==> config.mk <==
export PLATFORM = sky130hd
export DESIGN_NAME = kwm_ctrl
export DESIGN_NICKNAME = d
export VERILOG_FILES = /design/src/hw/rtl/kwm_pkg.sv /design/src/hw/rtl/kwm_ctrl.sv
export SDC_FILE = /design/constraint.sdc
export NUM_CORES = 1
export LEC_CHECK = 0
export BUFFER_PORTS_ARGS = -buffer_cell sky130_fd_sc_hd__buf_2
export CAP_MARGIN = 20
export CORE_AREA = 2 2 39 41
export CTS_CLUSTER_DIAMETER = 150
export DETAILED_ROUTE_END_ITERATION = 16
export DIE_AREA = 0 0 41 43
export GPL_ROUTABILITY_DRIVEN = 0
export HOLD_SLACK_MARGIN = 0.08
export PLACE_DENSITY = 0.6
export SLEW_MARGIN = 20
export SYNTH_ARGS = -nofsm -noshare
export SYNTH_HDL_FRONTEND = slang
export SYNTH_SLANG_ARGS = --single-unit
==> constraint.sdc <==
create_clock -name clk -period 1.4 [get_ports clk]
set_input_delay 0.14 -clock clk [delete_from_list [all_inputs] [get_ports clk]]
set_output_delay 0.14 -clock clk [all_outputs]
set_load 0.005 [all_outputs]
==> src/hw/rtl/kwm_pkg.sv <==
// ----------------------------------------------------------------------------
// kwm_pkg
// Shared constants, codes and controller/datapath interface types for the
// k-way sorted merge.
// ----------------------------------------------------------------------------
package kwm_pkg;

  localparam int NUM_LISTS   = 8;
  localparam int LIST_DEPTH  = 16;
  localparam int STORE_DEPTH = NUM_LISTS * LIST_DEPTH;

  localparam int LIST_W = $clog2(NUM_LISTS);
  localparam int PTR_W  = $clog2(LIST_DEPTH + 1);
  localparam int ADDR_W = $clog2(STORE_DEPTH);

  localparam int IDX_W    = 3;
  localparam int VAL_W    = 32;
  localparam int STAT_W   = 2;
  localparam int S_DATA_W = 40;
  localparam int M_DATA_W = 40;

  localparam logic [STAT_W-1:0] STATUS_OK    = 2'd0;
  localparam logic [STAT_W-1:0] STATUS_FULL  = 2'd1;
  localparam logic [STAT_W-1:0] STATUS_EMPTY = 2'd2;

  typedef struct packed {
    logic              capture;
    logic              append_do;
    logic              scan_rd;
    logic [LIST_W-1:0] scan_list;
    logic              pop_do;
  } ctrl_cmd_t;

  typedef struct packed {
    logic item_pop;
  } dp_stat_t;

endpackage

==> src/hw/rtl/kwm_ctrl.sv <==
// ----------------------------------------------------------------------------
// kwm_ctrl
// Controller: input/output handshakes and the append/scan/pop sequence.
// ----------------------------------------------------------------------------
module kwm_ctrl (
  input  logic               clk,
  input  logic               rst,
  input  logic               in_valid,
  output logic               in_ready,
  output logic               out_valid,
  input  logic               out_ready,
  output kwm_pkg::ctrl_cmd_t cmd,
  input  kwm_pkg::dp_stat_t  stat
);
  import kwm_pkg::*;

  localparam logic [2:0] S_IDLE  = 3'd0;
  localparam logic [2:0] S_EXEC  = 3'd1;
  localparam logic [2:0] S_SCAN  = 3'd2;
  localparam logic [2:0] S_DRAIN = 3'd3;
  localparam logic [2:0] S_POP   = 3'd4;

  logic [2:0]        state;
  logic [2:0]        state_next;
  logic [LIST_W-1:0] cnt;
  logic              out_free;
  logic              last_list;

  assign in_ready  = (state == S_IDLE);
  assign out_free  = !out_valid || out_ready;
  assign last_list = (cnt == LIST_W'(NUM_LISTS - 1));

  always_comb begin
    state_next    = state;
    cmd           = '0;
    cmd.scan_list = cnt;
    case (state)
      S_IDLE: begin
        if (in_valid) begin
          cmd.capture = 1'b1;
          state_next  = S_EXEC;
        end
      end
      S_EXEC: begin
        if (stat.item_pop) begin
          state_next = S_SCAN;
        end else if (out_free) begin
          cmd.append_do = 1'b1;
          state_next    = S_IDLE;
        end
      end
      S_SCAN: begin
        cmd.scan_rd = 1'b1;
        if (last_list) begin
          state_next = S_DRAIN;
        end
      end
      S_DRAIN: begin
        state_next = S_POP;
      end
      S_POP: begin
        if (out_free) begin
          cmd.pop_do = 1'b1;
          state_next = S_IDLE;
        end
      end
      default: begin
        state_next = S_IDLE;
      end
    endcase
  end

  always_ff @(posedge clk) begin
    if (rst) begin
      state     <= S_IDLE;
      cnt       <= '0;
      out_valid <= 1'b0;
    end else begin
      state <= state_next;
      if (state == S_SCAN) begin
        cnt <= last_list ? '0 : cnt + LIST_W'(1);
      end
      if (cmd.append_do || cmd.pop_do) begin
        out_valid <= 1'b1;
      end else if (out_ready) begin
        out_valid <= 1'b0;
      end
    end
  end

  a_cmd_excl: assert property (@(posedge clk) disable iff (rst)
    $onehot0({cmd.capture, cmd.append_do, cmd.scan_rd, cmd.pop_do}))
    else $error("kwm_ctrl: overlapping datapath commands");

  a_scan_end: assert property (@(posedge clk) disable iff (rst)
    (state == S_SCAN && last_list) |=> (state == S_DRAIN))
    else $error("kwm_ctrl: scan did not end after last list");

  a_result: assert property (@(posedge clk) disable iff (rst)
    (cmd.append_do || cmd.pop_do) |=> (out_valid && state == S_IDLE))
    else $error("kwm_ctrl: result not presented");

  a_no_clobber: assert property (@(posedge clk) disable iff (rst)
    (cmd.append_do || cmd.pop_do) |-> (!out_valid || out_ready))
    else $error("kwm_ctrl: pending result overwritten");

  a_scan_start: assert property (@(posedge clk) disable iff (rst)
    (state == S_EXEC && stat.item_pop) |=> (state == S_SCAN && cnt == '0))
    else $error("kwm_ctrl: scan did not start at list zero");

endmodule

* After elaboration in Yosys (flattened, before gate mapping) *
Cells that the tools add are included.

storage, ports and cells
  input bits = 5
  logic and storage cells = 32
  flip-flop bits (word level) = 7
  output and inout port bits = 9

operators by class
  equality and inequality tests = 7
  mux-type cells = 15
  add/sub/neg operators = 1
  reductions and logical operators = 6

operators with widths
  kind                                            number
  2-to-1 mux 3 bit                                5
  one-hot mux 3 bit (5 select lines)              1
  2-to-1 mux 1 bit                                9
  == test 3 x 2 -> 1 bit (second input constant)  2
  == test 3 bit (second input constant)           2
  inequality test 2 bit (second input constant)   2
  adder 3 x 1 -> 3 bit (second input constant)    1
  == test 3 x 1 -> 1 bit (second input constant)  1
  zero test 3 bit                                 1
  logical OR 1 bit                                2
  AND reduction 2 bit                             1
  nonzero test 2 bit                              1
  zero test 1 bit                                 1

* Longest topological paths before layout *
  depth after elaboration = 7
  gate-level depth with buffers = 5
  gate-level depth less buffers = 5

* Worst setup path after synthesis *
OpenSTA, ideal clock, no wires.

  path kind = flip-flop to flip-flop
  start point = register cnt[0]
  end point = register state[0]
  cell stages (with the launch flop) = 6
  setup time = 86 ps
  buffers on the path = 0
  setup slack = 139 ps
  data arrival time = 1175 ps
  data required time = 1314 ps
  period minus slack after synthesis = 1261 ps
  cells stage by stage = dfxtp_1 ha_1 ha_1 mux2i_1 or2_2 a211oi_1

on the way
  word-level cells in the longest chain between the ends = 3

ends and longest elaborated chain
  item                             line            source
  start: declaration               kwm_ctrl.sv:25  logic [LIST_W-1:0] cnt;
  start signal: assignment         kwm_ctrl.sv:81  cnt <= last_list ? '0 : cnt + LIST_W'(1);
  == test 3 bit                    kwm_ctrl.sv:31  assign last_list = (cnt == LIST_W'(NUM_LISTS - 1));
  inequality test 2 bit (no line)  --
  AND reduction 2 bit (no line)    --
  end signal: assignment           kwm_ctrl.sv:79  state <= state_next;
  end: declaration                 kwm_ctrl.sv:23  logic [2:0] state;

Every way passes these cells.
A chain may end at the register's enable or synchronous reset.

==> flow_summary_export.csv <==
group,metric,value,unit
timing,hold_viol_final,0,
logic_synthesis,netlist_area,413,um2
power_and_ir_drop,pwr-share-comb,13.7,%
logic_synthesis,seq_area_frac_synth,33.9,%
setup_path,endpoint_kind,"primary output",
setup_path,worstSetupPathType,"reg2out",
finish,antennaDiodeCount,0,
placed_design,placed_cells,69,
timing,fmax,769,MHz
timing,slew_viol_final,0,
routing,via_per_inst,4.56,
floorplan,die_area,0.00176,mm2
global_routing,track_usage,11.8,%
timing,worstMarginPinSlew,0.296,ns
finish,drive_gt1_share,50.9,%
logic_synthesis,ys_types,20,
routing,drtIter0Drc,4,
power_and_ir_drop,switchingPower,0.116,mW
cts,cts.sinks,7,
cts,cts_hold_buf,0,
finish,fin_util,37.7,%
setup_path,startpoint_type,"flip-flop",
finish,num-fill-cells,143,
global_routing,grt-ovfl-total,0,
timing,setup_viol,0,
min_path,hp-class,"in2reg",
finish,area_delta_synth_final,26.4,%
power_and_ir_drop,pwr-share-seq,46.3,%
routing,ant_nets,0,
run,maxCapViolations,0,
floorplan,ios,14,
power_and_ir_drop,leakage,0.224,nW
cts,cts.reportedPaths.clkPinSlew,0.06,ns
routing,routed_wl,789,um
timing,finClkSkew,0.00679,ns
floorplan,start_util,29.8,%
routing,drt-pass1-iter-count,2,
cts,postCtsSetupRepairBufs,0,
status,status,"finished, final reports clean",
global_routing,first_global_vias,307,
setup_path,cp.required,1.26,ns
routing,remaining_drc_errors,0,
routing,wl_per_cell,10.8,um
power_and_ir_drop,p_int,0.353,mW
power_and_ir_drop,powerDensity,899,mW/mm2
floorplan,core-area,0.00138,mm2
setup_path,crit_arrival,1.16,ns
logic_synthesis,avgSynthCellArea,10.1,um2
cts,cts_buffers,3,
finish,final_common_cell,"buf_2",
cts,htreeDepth,1,
finish,layout.nets,65,
floorplan,fp-row-count,14,
logic_synthesis,synth.net_count,48,
placed_design,hpwl,586,um
cts,cts_tree,"built",
placed_design,numPortBuffers,13,
logic_synthesis,synth_seq_cells,7,
finish,layout_common_cells,"buf_2, mux2i_1, nor2_1",
timing,period_minus_slack,1.30,ns
power_and_ir_drop,peakVddDrop,403,uV
floorplan,fp.dieW,41,um
routing,vias,333,
global_routing,antenna_found_initial,0,
global_routing,grt_max_degree,10,
global_routing,grt_pass1_wl,1330,um
timing,finalCritPeriodShare,92.9,%
floorplan,die_h,43,um
cts,clockBufferDepth,2,
cts,cts_root_buffer,"clkbuf_4",
finish,fin_cells,73,
power_and_ir_drop,swShare,24.7,%
timing,tns,0,ns
setup_path,crit_fanout,9,
logic_synthesis,syn_inst,41,
timing,rsz0062_at_grt,"false",
logic_synthesis,yosys_warnings,0,
timing,timing.max_slew.rel_slack,80.3,%
power_and_ir_drop,p_clk_share,40.0,%
timing,timing.hold.ws,0.149,ns
cts,worstSkewPairLatency,0.25,ns
Yosys cell counts, drive strengths merged:
cell / number / area (um2)
dfxtp: 7 / 140
mux2i: 5 / 50.1
nor2: 5 / 18.8
buf: 3 / 33.8
nor3: 3 / 15.0
a21oi: 2 / 10.0
ha: 2 / 25.0
nand2b: 2 / 20.0
or3b: 2 / 17.5
a211oi: 1 / 7.51
and2: 1 / 6.26
and2b: 1 / 8.76
nand3: 1 / 5.00
nand3b: 1 / 7.51
nor2b: 1 / 6.26
nor3b: 1 / 18.8
nor4: 1 / 6.26
o21ba: 1 / 10.0
or2: 1 / 6.26
metal layers:
| metal | share of wire [%] | vias to the layer above | track usage (%) | routed length [um] |
|---|---|---|---|---|
| li1 | - | 176 | - | - |
| met1 | 51 | 150 | 15.9 | 401 |
| met2 | 45 | 5 | 13.8 | 356 |
| met3 | 2.4 | 2 | 6.28 | 19 |
| met4 | 1.5 | 0 | 8.00 | 12 |
| met5 | 0 | - | 0 | 0 |
layout make-up:
class / count / area, um2 / share of cell area [%]
Timing Repair Buffer: 15 / 80.1 / 15.3
Sequential cell: 7 / 144 / 27.6
Multi-Input combinational cell: 31 / 251 / 48.2
Tap cell: 16 / 20.0 / 3.84
Clock buffer: 4 / 26.3 / 5.04
cells by family (layout without fill, tap and decap cells):
| group | Yosys count | after routing | share of synthesized area, % |
|---|---|---|---|
| multiplexers | 5 | 5 | 12.1 |
| buffers and inverters | 3 | 19 | 8.18 |
| AO/OA/AOI/OAI | 4 | 4 | 6.67 |
| flip-flops | 7 | 7 | 33.9 |
| adder cells (fa/ha/maj) | 2 | 2 | 6.06 |
| AND/OR/NAND/NOR | 20 | 20 | 33.0 |
state kept, by name, summed over array words and instances, names as in the netlist:
name and flops:
cnt 3, state 3, out_valid 1
critical path, stage by stage (launching register included):
cell and delay (ns):
dfxtp_1 0.33, buf_4 0.17, nor4_1 0.26, buf_2 0.16
timing repair:
item,CTS,global route
pin swaps,0,1
gates resized for setup,2,4
endpoints found under the setup margin,2,2
power groups by stage:
stage / Clock (mW) / Sequential, mW / Combinational, mW
3_5_place_dp: 0 / 0.220 / 0.0623
6_report: 0.188 / 0.217 / 0.0641
2_1_floorplan: 0 / 0.214 / 0.0473
3_3_place_gp: 0 / 0.220 / 0.0610
4_1_cts: 0.191 / 0.217 / 0.0626
5_1_grt: 0.203 / 0.218 / 0.0710
final timing paths:
path	start	cells past startpoint	to	slack, ns
setup / recovery	state[1]	3	cmd[5]	0.1
hold / removal	rst	2	state[0]	0.15
setup reg to reg	cnt[0]	5	state[0]	0.12
hold reg to reg	cnt[1]	2	cnt[1]	0.53
stage by stage:
stage          area [um2]  setup WS (ns)  power (mW)
5_1_grt               522         0.0212       0.493
2_1_floorplan         413          0.139       0.262
3_3_place_gp          479         0.0939       0.281
4_1_cts               508         0.0244       0.471
6_report              522         0.0993       0.469
3_5_place_dp          479         0.0169       0.282
(Power assumes the default switching activity.)
